$ cat config.mk
export PLATFORM = sky130hd
export DESIGN_NAME = time_triggered_task_scheduler_top
export DESIGN_NICKNAME = d
export VERILOG_FILES = /design/src/rtl/ttsch_pkg.sv /design/src/rtl/time_triggered_task_scheduler_top.sv /design/src/rtl/ttsch_ram.sv /design/src/rtl/ttsch_ctrl.sv /design/src/rtl/ttsch_dp.sv
export SDC_FILE = /design/constraint.sdc
export NUM_CORES = 2
export LEC_CHECK = 0
export ABC_AREA = 1
export BUFFER_PORTS_ARGS = -buffer_cell sky130_fd_sc_hd__buf_2
export CORE_MARGIN = 1
export CORE_UTILIZATION = 50
export CTS_BUF_LIST = sky130_fd_sc_hd__clkbuf_16
export DETAILED_ROUTE_END_ITERATION = 10
export PLACE_DENSITY = 0.66
export SLEW_MARGIN = 0
export SYNTH_ARGS = -nofsm -noshare
export SYNTH_HDL_FRONTEND = slang
export SYNTH_SLANG_ARGS = --single-unit
$ cat constraint.sdc
create_clock -name clk -period 8.7 [get_ports clk]
set_input_delay 0.87 -clock clk [delete_from_list [all_inputs] [get_ports clk]]
set_output_delay 0.87 -clock clk [all_outputs]
set_load 0.005 [all_outputs]
$ cat src/rtl/ttsch_pkg.sv
`default_nettype none
package ttsch_pkg;

	localparam int ACT_W  = 3;
	localparam int SLOT_W = 4;
	localparam int TASK_W = 8;
	localparam int TICK_W = 32;
	localparam int PEND_W = 8;
	localparam int STAT_W = 2;

	localparam logic [ACT_W-1:0] ACT_INIT     = 3'd0;
	localparam logic [ACT_W-1:0] ACT_ADD      = 3'd1;
	localparam logic [ACT_W-1:0] ACT_DELETE   = 3'd2;
	localparam logic [ACT_W-1:0] ACT_MODIFY   = 3'd3;
	localparam logic [ACT_W-1:0] ACT_TICK     = 3'd4;
	localparam logic [ACT_W-1:0] ACT_DISPATCH = 3'd5;

	localparam logic [STAT_W-1:0] ST_DONE    = 2'd0;
	localparam logic [STAT_W-1:0] ST_FULL    = 2'd1;
	localparam logic [STAT_W-1:0] ST_DUE     = 2'd2;
	localparam logic [STAT_W-1:0] ST_NOTHING = 2'd3;

	localparam logic [PEND_W-1:0] PEND_MAX = 8'd255;

	typedef struct packed {
		logic [ACT_W-1:0]  action;
		logic [SLOT_W-1:0] slot;
		logic [TASK_W-1:0] task_id;
		logic [TICK_W-1:0] period_ticks;
		logic [TICK_W-1:0] delay_ticks;
	} in_item_t;

	typedef struct packed {
		logic [STAT_W-1:0] status;
		logic [SLOT_W-1:0] result_slot;
		logic [TASK_W-1:0] result_task_id;
		logic [TICK_W-1:0] old_period;
		logic              last;
	} out_item_t;

	typedef struct packed {
		logic load;
		logic issue;
		logic finish;
	} cmd_t;

	typedef struct packed {
		logic issue_last;
	} stat_t;

endpackage
`default_nettype wire

$ cat src/rtl/time_triggered_task_scheduler_top.sv
`default_nettype none
// Channel   Handshake            Payload
// input     start, busy          item   (in_item_t)
// result    strobe               result (out_item_t), last marks the final item
//
// An item is taken when start is high and busy is low. Tick and dispatch walk
// every slot (one slot a cycle through the slot RAM read port), add walks the
// slots while it scans for a free slot, every other action does not walk. Dispatch
// gives one result per due slot in slot order, at most one a cycle. Reset clears
// the valid marks at once, no clearing pass. Results are never stalled; the strobe
// holds each one for exactly one cycle.
module time_triggered_task_scheduler_top
	import ttsch_pkg::*;
#(
	parameter int SLOTS = 16
) (
	input  wire logic     clk,
	input  wire logic     arst_n,
	input  wire logic     start,
	output logic          busy,
	input  wire in_item_t item,
	output logic          strobe,
	output out_item_t     result
);

	cmd_t  cmd;
	stat_t st;

	ttsch_ctrl u_ctrl (
		.clk    (clk),
		.arst_n (arst_n),
		.start  (start),
		.busy   (busy),
		.cmd    (cmd),
		.st     (st)
	);

	ttsch_dp #(.SLOTS(SLOTS)) u_dp (
		.clk    (clk),
		.arst_n (arst_n),
		.item   (item),
		.cmd    (cmd),
		.st     (st),
		.strobe (strobe),
		.result (result)
	);

endmodule
`default_nettype wire

$ cat src/rtl/ttsch_ram.sv
`default_nettype none
module ttsch_ram #(
	parameter int WIDTH = 8,
	parameter int DEPTH = 16
) (
	input  wire logic                     clk,
	input  wire logic                     we,
	input  wire logic [$clog2(DEPTH)-1:0] waddr,
	input  wire logic [WIDTH-1:0]         wdata,
	input  wire logic [$clog2(DEPTH)-1:0] raddr,
	output logic      [WIDTH-1:0]         rdata
);

	logic [WIDTH-1:0] mem_q [DEPTH];
	logic [WIDTH-1:0] rdata_q;

	always_ff @(posedge clk) begin
		if (we) begin
			mem_q[waddr] <= wdata;
		end
		rdata_q <= mem_q[raddr];
	end

	assign rdata = rdata_q;

endmodule
`default_nettype wire

$ cat src/rtl/ttsch_ctrl.sv
`default_nettype none
module ttsch_ctrl
	import ttsch_pkg::*;
(
	input  wire logic  clk,
	input  wire logic  arst_n,
	input  wire logic  start,
	output logic       busy,
	output cmd_t       cmd,
	input  wire stat_t st
);

	localparam logic [1:0] S_IDLE  = 2'd0;
	localparam logic [1:0] S_RUN   = 2'd1;
	localparam logic [1:0] S_DRAIN = 2'd2;
	localparam logic [1:0] S_DONE  = 2'd3;

	logic [1:0] state_q;
	logic [1:0] state_d;

	always_comb begin
		state_d = state_q;
		case (state_q)
			S_IDLE: begin
				if (start) state_d = S_RUN;
			end
			S_RUN: begin
				if (st.issue_last) state_d = S_DRAIN;
			end
			S_DRAIN: state_d = S_DONE;
			S_DONE:  state_d = S_IDLE;
			default: state_d = S_IDLE;
		endcase
	end

	always_ff @(posedge clk or negedge arst_n) begin
		if (!arst_n) begin
			state_q <= S_IDLE;
		end else begin
			state_q <= state_d;
		end
	end

	assign busy       = (state_q != S_IDLE);
	assign cmd.load   = (state_q == S_IDLE) && start;
	assign cmd.issue  = (state_q == S_RUN);
	assign cmd.finish = (state_q == S_DONE);

endmodule
`default_nettype wire

$ cat src/rtl/ttsch_dp.sv
`default_nettype none
module ttsch_dp
	import ttsch_pkg::*;
#(
	parameter int SLOTS = 16
) (
	input  wire logic     clk,
	input  wire logic     arst_n,
	input  wire in_item_t item,
	input  wire cmd_t     cmd,
	output stat_t         st,
	output logic          strobe,
	output out_item_t     result
);

	localparam int AW = $clog2(SLOTS);
	localparam int XW = SLOT_W + AW;

	logic [ACT_W-1:0]  op_q;
	logic [SLOT_W-1:0] slot_q;
	logic [TASK_W-1:0] task_q;
	logic [TICK_W-1:0] period_q;
	logic [TICK_W-1:0] delay_q;

	logic [AW-1:0]    idx_q;
	logic [AW-1:0]    idx_s1;
	logic             vld_s1;
	logic [SLOTS-1:0] valid_q;
	logic [SLOTS-1:0] pok_q;

	logic             hold_full_q;
	out_item_t        hold_q;
	out_item_t        out_q;
	logic             strobe_q;

	logic [XW-1:0] slot_wide;
	logic          in_rng;
	logic [AW-1:0] slot_addr;
	logic          idx_last;
	logic          is_walk;
	logic          is_add;
	logic          is_mod;
	logic          free_here;
	logic          add_wr;

	logic [TASK_W-1:0] task_rd;
	logic [TICK_W-1:0] period_rd;
	logic [TICK_W-1:0] delay_rd;
	logic [PEND_W-1:0] pend_rd;
	logic [TICK_W-1:0] per_eff;
	logic [AW-1:0]     raddr;
	logic [AW-1:0]     waddr;

	logic              tick_wr;
	logic              due;
	logic              drain_del;
	logic              per_we;
	logic              dly_we;
	logic              pend_we;
	logic [TICK_W-1:0] dly_wd;
	logic [PEND_W-1:0] pend_wd;
	logic [TICK_W-1:0] dly_new;
	logic [PEND_W-1:0] pend_new;

	logic      cand_vld;
	out_item_t cand;
	out_item_t fin;

	assign slot_wide = XW'(slot_q);
	assign in_rng    = slot_wide < XW'(SLOTS);
	assign slot_addr = slot_wide[AW-1:0];
	assign idx_last  = (idx_q == AW'(SLOTS - 1));
	assign is_walk   = (op_q == ACT_TICK) || (op_q == ACT_DISPATCH);
	assign is_add    = (op_q == ACT_ADD);
	assign is_mod    = (op_q == ACT_MODIFY);
	assign free_here = !valid_q[idx_q];
	assign add_wr    = cmd.issue && is_add && free_here;

	assign st.issue_last = !(is_walk || is_add) || idx_last || (is_add && free_here);

	assign raddr   = is_mod ? slot_addr : idx_q;
	assign waddr   = add_wr ? idx_q : idx_s1;
	assign per_eff = pok_q[idx_s1] ? period_rd : '0;

	assign tick_wr   = vld_s1 && (op_q == ACT_TICK) && valid_q[idx_s1];
	assign due       = vld_s1 && (op_q == ACT_DISPATCH) && valid_q[idx_s1] && (pend_rd != '0);
	assign drain_del = due && (pend_rd == PEND_W'(1)) && (per_eff == '0);

	always_comb begin
		dly_new  = delay_rd - TICK_W'(1);
		pend_new = pend_rd;
		if (op_q == ACT_DISPATCH) begin
			pend_new = pend_rd - PEND_W'(1);
		end else if (delay_rd == '0) begin
			if (pend_rd != PEND_MAX) pend_new = pend_rd + PEND_W'(1);
			dly_new = (per_eff != '0) ? per_eff : delay_rd;
		end
	end

	assign per_we  = add_wr || (vld_s1 && is_mod && in_rng);
	assign dly_we  = add_wr || tick_wr;
	assign pend_we = add_wr || tick_wr || due;
	assign dly_wd  = add_wr ? delay_q : dly_new;
	assign pend_wd = add_wr ? '0 : pend_new;

	ttsch_ram #(.WIDTH(TASK_W), .DEPTH(SLOTS)) u_task (
		.clk(clk), .we(add_wr), .waddr(idx_q), .wdata(task_q),
		.raddr(raddr), .rdata(task_rd)
	);

	ttsch_ram #(.WIDTH(TICK_W), .DEPTH(SLOTS)) u_period (
		.clk(clk), .we(per_we), .waddr(waddr), .wdata(period_q),
		.raddr(raddr), .rdata(period_rd)
	);

	ttsch_ram #(.WIDTH(TICK_W), .DEPTH(SLOTS)) u_delay (
		.clk(clk), .we(dly_we), .waddr(waddr), .wdata(dly_wd),
		.raddr(raddr), .rdata(delay_rd)
	);

	ttsch_ram #(.WIDTH(PEND_W), .DEPTH(SLOTS)) u_pend (
		.clk(clk), .we(pend_we), .waddr(waddr), .wdata(pend_wd),
		.raddr(raddr), .rdata(pend_rd)
	);

	always_ff @(posedge clk) begin
		if (cmd.load) begin
			op_q     <= item.action;
			slot_q   <= item.slot;
			task_q   <= item.task_id;
			period_q <= item.period_ticks;
			delay_q  <= item.delay_ticks;
		end
		if (cmd.issue) begin
			idx_s1 <= is_mod ? slot_addr : idx_q;
		end
	end

	always_ff @(posedge clk or negedge arst_n) begin
		if (!arst_n) begin
			idx_q   <= '0;
			vld_s1  <= 1'b0;
			valid_q <= '0;
			pok_q   <= '0;
		end else begin
			vld_s1 <= cmd.issue && (is_walk || is_mod);
			if (cmd.load) begin
				idx_q <= '0;
			end else if (cmd.issue) begin
				idx_q <= idx_q + AW'(1);
			end
			if (cmd.issue && (op_q == ACT_INIT)) begin
				valid_q <= '0;
				pok_q   <= '0;
			end
			if (cmd.issue && (op_q == ACT_DELETE) && in_rng) begin
				valid_q[slot_addr] <= 1'b0;
				pok_q[slot_addr]   <= 1'b0;
			end
			if (add_wr) begin
				valid_q[idx_q] <= 1'b1;
				pok_q[idx_q]   <= 1'b1;
			end
			if (vld_s1 && is_mod && in_rng) begin
				pok_q[idx_s1] <= 1'b1;
			end
			if (drain_del) begin
				valid_q[idx_s1] <= 1'b0;
				pok_q[idx_s1]   <= 1'b0;
			end
		end
	end

	always_comb begin
		cand_vld = 1'b0;
		cand     = '0;
		if (cmd.issue && is_add && (free_here || idx_last)) begin
			cand_vld           = 1'b1;
			cand.status        = free_here ? ST_DONE : ST_FULL;
			cand.result_slot   = free_here ? SLOT_W'(idx_q) : '0;
		end
		if (due) begin
			cand_vld            = 1'b1;
			cand.status         = ST_DUE;
			cand.result_slot    = SLOT_W'(idx_s1);
			cand.result_task_id = task_rd;
		end
		if (vld_s1 && is_mod) begin
			cand_vld        = 1'b1;
			cand.status     = ST_DONE;
			cand.old_period = in_rng ? per_eff : '0;
		end
	end

	always_comb begin
		fin      = '0;
		if (hold_full_q) begin
			fin = hold_q;
		end else if (op_q == ACT_DISPATCH) begin
			fin.status = ST_NOTHING;
		end else begin
			fin.status = ST_DONE;
		end
		fin.last = 1'b1;
	end

	always_ff @(posedge clk) begin
		if (cand_vld) begin
			hold_q <= cand;
			out_q  <= hold_q;
		end else if (cmd.finish) begin
			out_q <= fin;
		end
	end

	always_ff @(posedge clk or negedge arst_n) begin
		if (!arst_n) begin
			hold_full_q <= 1'b0;
			strobe_q    <= 1'b0;
		end else begin
			strobe_q <= (cand_vld && hold_full_q) || (!cand_vld && cmd.finish);
			if (cmd.load || cmd.finish) begin
				hold_full_q <= 1'b0;
			end else if (cand_vld) begin
				hold_full_q <= 1'b1;
			end
		end
	end

	assign strobe = strobe_q;
	assign result = out_q;

	a_load_clears: assert property (@(posedge clk) disable iff (!arst_n)
		cmd.load |=> !vld_s1 && !hold_full_q)
		else $error("stage or hold still full after load");

	a_finish_last: assert property (@(posedge clk) disable iff (!arst_n)
		cmd.finish |=> strobe_q && out_q.last)
		else $error("finish did not emit a final item");

	a_finish_empty: assert property (@(posedge clk) disable iff (!arst_n)
		cmd.finish |-> !vld_s1 && !cand_vld)
		else $error("finish while work in flight");

	a_early_is_due: assert property (@(posedge clk) disable iff (!arst_n)
		strobe_q && !out_q.last |-> out_q.status == ST_DUE)
		else $error("non-final item that is not a dispatch");

endmodule
`default_nettype wire
-- After elaboration in Yosys (flattened, before gate mapping)
Memories as Yosys holds them, arrays and structs flattened. A register that Yosys moved wholly into a read port is not among the register bits.
Cells that the tools add are included.
- add/sub/neg operators: 4
- multipliers: 0
- divide/modulo/power cells: 0
- magnitude comparators: 7
- eq/ne operators: 13
- shift operators: 0
- mux-type cells: 59
- bitwise operators: 10
- reduce and logical (&&, ||, !) cells: 50
- operator list (operator ; number):
    2-to-1 mux 32 bit ; 5
    2-to-1 mux 16 bit ; 9
    2-to-1 mux 47 bit ; 2
    bitwise AND 16 bit ; 4
    zero test 32 bit ; 2
    OR 16 bit ; 3
    2-to-1 mux 45 bit ; 1
    2-to-1 mux 8 bit ; 4
    NOT 16 bit ; 2
    nonzero test 32 bit ; 1
    subtractor 32 x 1 -> 32 bit, second input constant ; 1
    logical AND 1 bit ; 23
    < comparator 4 x 5 -> 1 bit, second input constant ; 4
    2-to-1 mux 1 bit ; 20
    2-to-1 mux 4 bit ; 5
    2-to-1 mux 14 bit ; 1
    binary-select mux 1 bit (select 4 bit) ; 3
    demux 1 bit (select 4 bit) ; 3
    >= comparator 4 x 1 -> 1 bit, second input constant ; 3
    logical OR 1 bit ; 11
    adder 8 x 1 -> 8 bit, second input constant ; 1
    == test 8 x 1 -> 1 bit, second input constant ; 1
    2-to-1 mux 2 bit ; 4
    != test 8 bit, second input constant ; 1
    other kinds (19) ; 29
- register bits: 217
- latch bits: 0
- memory bits (writable): 1280
- ROM bits: 0
- input bits: 82
- memories: 4
- memories (name ; words ; width ; rd ports ; clocked after memory_dff ; wr ports ; RTL line ; source):
    u_dp.u_delay.mem_q ; 16 ; 32 ; 1 ; 1 ; 1 ; ttsch_ram.sv:14 ; logic [WIDTH-1:0] mem_q [DEPTH];
    u_dp.u_period.mem_q ; 16 ; 32 ; 1 ; 1 ; 1 ; ttsch_ram.sv:14 ;
    u_dp.u_pend.mem_q ; 16 ; 8 ; 1 ; 1 ; 1 ; ttsch_ram.sv:14 ;
    u_dp.u_task.mem_q ; 16 ; 8 ; 1 ; 1 ; 1 ; ttsch_ram.sv:14 ;

-- Longest topological paths before layout
- depth after elaboration: 13
- gate-level depth with buffers: 17

-- By module
A second synthesis with hierarchy kept.
- cell total of the unflattened synthesis: 6556
- area total of the unflattened synthesis: 68045.3 µm²
- by module, submodules not included (module ; times used ; cells an instance ; area an instance (µm²) ; seq. area each (µm²)):
    ttsch_ram (u_dp.u_delay ...) ; 2 ; 2120 ; 22730.6 ; 16015.4
    ttsch_ram (u_dp.u_pend ...) ; 2 ; 551 ; 5766.8 ; 4003.8
    ttsch_dp ; 1 ; 1188 ; 10859.2 ; 6261.0
    ttsch_ctrl ; 1 ; 26 ; 191.4 ; 50.0

-- Least setup slack after synthesis
No wires, ideal clock.
- path type: reg-to-reg
- from: reg u_ctrl.state_q[1]
- to: mem u_dp.u_delay.mem_q[12][0] (netlist bit), enable pin
- library setup time: 0.421 ns
- data arrival time: 3.176 ns
- data required time: 8.279 ns
- setup slack: 5.104 ns
- cell stages (with the launch flop): 12
- buffers on the path: 1
- clock period less this slack: 3.596 ns
- cells stage by stage: dfrtp_1 inv_1 ha_1 inv_1 nor2_1 nand2_1 buf_6 nor2_1 a21oi_2 nor2_1 nand2_1 nor2_1
- cells in the longest elaborated chain, start to end: 6
- elaborated cells on any way between the ends: 7
- classes of those cells: eq/ne: 1; mux: 3; reduce/logical: 3
- RTL lines (what ; RTL line ; source):
    start, declared ; ttsch_ctrl.sv:18 ; logic [1:0] state_q;
    start signal, assigned ; ttsch_ctrl.sv:40 ; state_q <= state_d;
    == test 2 x 1 -> 1 bit * ; ttsch_ctrl.sv:46 ; assign cmd.issue = (state_q == S_RUN);
    logical AND 1 bit * (2 in a row) ; ttsch_dp.sv:77 ; assign add_wr = cmd.issue && is_add && free_here;
    logical OR 1 bit ; ttsch_dp.sv:101 ; assign dly_we = add_wr || tick_wr;
    2-to-1 mux 1 bit ; ttsch_ram.sv:18 ; if (we) begin
    2-to-1 mux 1 bit (not written as such) ; ttsch_ram.sv:19 ; mem_q[waddr] <= wdata;
    end, declared ; ttsch_ram.sv:14 ;
Mark *: on every way between the ends. The rest lies on a longest branch, timed or not.

-- Worst setup path in the final report
- from: reg u_dp.op_q[2]
- to: reg u_dp.out_q (netlist bit u_dp.result[30]), enable pin
- cells in the longest elaborated chain, start to end: 7
- elaborated cells on any way between the ends: 13
- classes of those cells: eq/ne: 3; mux: 3; reduce/logical: 7
- RTL lines (what ; RTL line ; source):
    start, declared ; ttsch_dp.sv:19 ; logic [ACT_W-1:0] op_q;
    start signal, assigned ; ttsch_dp.sv:128 ; op_q <= item.action;
    == test 3 x 1 -> 1 bit or == test 3 bit (tied branches) ; ttsch_dp.sv:74, ttsch_dp.sv:86 ;
    logical AND 1 bit (on tied branches) (2 in a row) ; ttsch_dp.sv:177, ttsch_dp.sv:86 ;
    2-to-1 mux 1 bit or logical AND 1 bit (tied branches) ; ttsch_dp.sv:177, ttsch_dp.sv:86 ;
    2-to-1 mux 1 bit ; ttsch_dp.sv:182 ; if (due) begin
    2-to-1 mux 1 bit * ; ttsch_dp.sv:188 ; if (vld_s1 && is_mod) begin
    via u_dp.cand_vld ; ttsch_dp.sv:65 ; logic cand_vld;
    nonzero test 2 bit (no source line) * ; n/a ;
    end signal, assigned ; ttsch_dp.sv:210 ; out_q <= hold_q;
    end signal, assigned ; ttsch_dp.sv:212 ; out_q <= fin;
    end, declared ; ttsch_dp.sv:33 ; out_item_t out_q;
The timed path passes the listed nets; every way through them passes the cells marked *.
A chain may end at the register's enable or synchronous reset.

==> key figures <==
Run status
  • Status: finished clean

Detailed routing
  • Detailed Routing Iterations Pass 1: 6
  • Final wirelength: 166900 um
  • Average via count per standard cell: 6.078
  • Residual DRC: 0
  • Final ANT Viol Nets: 0
  • Initial drt markers: 4900
  • WL per Instance: 25.28 um
  • Routed vias: 40120

Worst setup path
  • WS Path Type: register to register
  • WP data required: 9.11 ns
  • CP Launch Type: register
  • CP Capture Type: register
  • Register-to-Register Path Depth: 7
  • CP max FO: 48
  • CP Data Arrival Time: 5.06 ns

Timing
  • Hold_ws: 0.2404 ns
  • Max Slew Vio Count: 0
  • # setup viols final: 0
  • Slew HR: 7.892%
  • Final worst-path cycle share: 53.50%
  • RSZ-0062 raised after global routing: false
  • Fin Clk Skew: 0.02846 ns
  • TNS Setup: 0 ns
  • Tightest Pin Transition: 1.382 ns
  • Final hold vios: 0
  • Min cycle time layout: 4.655 ns
  • Fmax: 214.8 MHz

Floorplanning
  • I/O pin cnt: 131
  • Die Span X: 354.6 um
  • Initial core utilization: 50.36%
  • Core Rows: 129
  • CORE AREA: 123500 sq um
  • Die height: 354.6 um
  • Die area: 125800 sq um

Place
  • GPL Wtd Cong: 0.9478
  • Cell Area, Placed: 64420 sq um
  • Dpl hpwl: 87030 um
  • Placed insts: 6300
  • I/O Buffers: 130

Clock tree
  • H-Tree Depth: 4
  • Root Buffer: clkbuf_16
  • Post_cts resized: 0
  • CTS tree: built
  • Worst skew pair latency: 0.79 ns
  • Postcts setup bufs: 0
  • Sink Count: 1577
  • Cts bufs inserted: 161
  • CTS max path bufs: 3
  • Clk slew on worst S/H paths: 0.06 ns
  • Hold_buf cts: 0

Yosys
  • Yosys top cell area share: 70.32%
  • Yosys cell types: 58
  • Post-synthesis sequential area ratio: 74.55%
  • YS warnings: 0
  • Cell taking the most area after synthesis: edfxtp_1
  • Syn Inst Count: 4756
  • Average cell area after synthesis: 13.07 sq um
  • Largest cells by area after synthesis: edfxtp_1 70%, o21ai_0 5.4%, nor2_1 5.3%, o221ai_1 3.3%, dfxtp_1 2.6%
  • Register bit total from synthesis: 1577
  • Synthesized area: 62180 sq um
  • Syn Nets: 4853

Pwr
  • Reg power frac: 44.4%
  • Sw frac: 35.52%
  • Pwr per Cell Area: 332.5 nW/um^2
  • Comb power frac: 27.1%
  • Highest ir drop seen on vdd: 0.4230 mV
  • Clock share of power: 28.5%
  • Int Pwr: 14.89 mW
  • Psw: 8.204 mW
  • LEAKAGE: 23.12 nW

Global routing
  • Total grt overflow: 0
  • All-Layer GR Usage: 26.36%
  • Vias in the first global route: 37890
  • First-pass GRT wire length: 245600 um
  • Pin count of the biggest net entering global routing: 240
  • Antenna violations before repair: 2

Flow run
  • MaxCap Viol Count: 0

Cells and area
  • Layout area overhead: 11.74%
  • Share of layout cells above drive strength 1: 10.42%
  • Final #Nets: 4923
  • Final Cell Area: 69480 sq um
  • Fin cells: 6601

Worst hold path
  • Hold Crit Class: primary input to async pin
[final cells by class]
class | count | area (sq um)
timing repair buffer | 211 | 1321
tap | 1637 | 2048
clock inverter | 132 | 897.1
clock buffer | 166 | 4154
multi-input combinational | 2703 | 14020
sequential | 1577 | 46350
antenna | 3 | 7.507
fill | 9831 | 54000
inverter | 172 | 676.9
[per-layer routing]
| metal | track usage (%) | wire [um] |
|---|---|---|
| met5 | 0 | 0 |
| met4 | 10.34 | 6217 |
| met3 | 4.442 | 16120 |
| met2 | 39.73 | 75060 |
| met1 | 38.40 | 69480 |
[power groups by stage]
stage,Clock [mW],Sequential (mW),Combinational [mW]
finish,6.59,10.2,6.26
global route,6.99,10.3,6.85
CTS,6.68,10.2,6.16
detailed placement,0,10.4,6.14
global placement,0,10.4,6.01
floorplan,0,9.94,4.25
[per-stage QoR]
step	total power [mW]	setup WS, ns	util [%]
4_1_cts	23.05	4.041	56.26
3_3_place_gp	16.37	4.159	52.17
5_1_grt	24.10	3.567	56.26
6_report	23.10	4.045	56.27
3_5_place_dp	16.49	4.042	52.17
2_1_floorplan	14.18	5.104	-
[flip-flops by register name, summed over array words and instances, names as in the netlist, 46 cells and up]
register / flops
u_dp.result: 47
u_dp.u_task.mem_q: 128
u_dp.u_delay.mem_q: 512
u_dp.u_pend.mem_q: 128
u_dp.u_period.mem_q: 512
u_dp.hold_q: 46
[critical path: stages, from the launching register on]
cell,delay (ns)
edfxtp_1,0.48
nor3_4,0.31
inv_2,0.16
nor2_2,0.79
inv_1,0.71
nand3_4,0.75
inv_1,0.20
nand2_2,0.83
[final timing paths]
check                                    to  slack (ns)             from
max reg2reg                 u_dp.result[30]        4.05     u_dp.op_q[2]
min reg2reg                 u_dp.result[45]        0.53  u_dp.hold_q[45]
min                         u_dp.valid_q[1]        0.24           arst_n
max                         u_dp.result[30]        4.05     u_dp.op_q[2]
min in group clk           u_dp.delay_q[16]        0.26         item[16]
max in group asynchronous    u_dp.pok_q[12]        7.86           arst_n
[cell families after synthesis]
family / after synthesis / synth area share (%)
AOI/OAI and AO/OA: 1266 / 12.52
xor gates and xnor gates: 5 / 0.07045
adders and majority gates: 15 / 0.3019
buffers and inverters: 476 / 3.359
DFF: 1577 / 74.55
and+or+nand+nor: 1417 / 9.199
[cell usage in the layout (no fill, tap or decap), types with 21 or more instances in the layout]
cell	count
clkinv_1	33
nor2_1	846
nand3_1	121
nor3_1	23
buf_2	130
o211ai_1	90
buf_4	76
dfxtp_1	80
clkbuf_16	166
nor2_4	34
a21oi_1	55
edfxtp_1	1456
inv_1	203
nand2_1	342
dfrtp_1	41
o21ai_0	675
clkinv_2	21
o22ai_1	91
o21ai_1	36
o221ai_1	233
[cell usage after synthesis (all sizes together)]
cell and n:
a211oi 1, a21boi 16, a21oi 57, a22oi 9
a31oi 18, a32oi 11, and2 1, buf 158
clkbuf 146, clkinv 1, dfrtp 41, dfxtp 80
edfxtp 1456, ha 15, inv 171, nand2 350
nand3 122, nand3b 4, nand4 10, nor2 892
nor3 29, nor3b 2, nor4 6, o211ai 90
o21a 3, o21ai 717, o21bai 2, o221ai 233
o22ai 91, o311ai 4, o31a 1, o31ai 5
o41ai 8, or2 1, xnor2 2, xor2 3
Power figures use the tool's default switching activity.
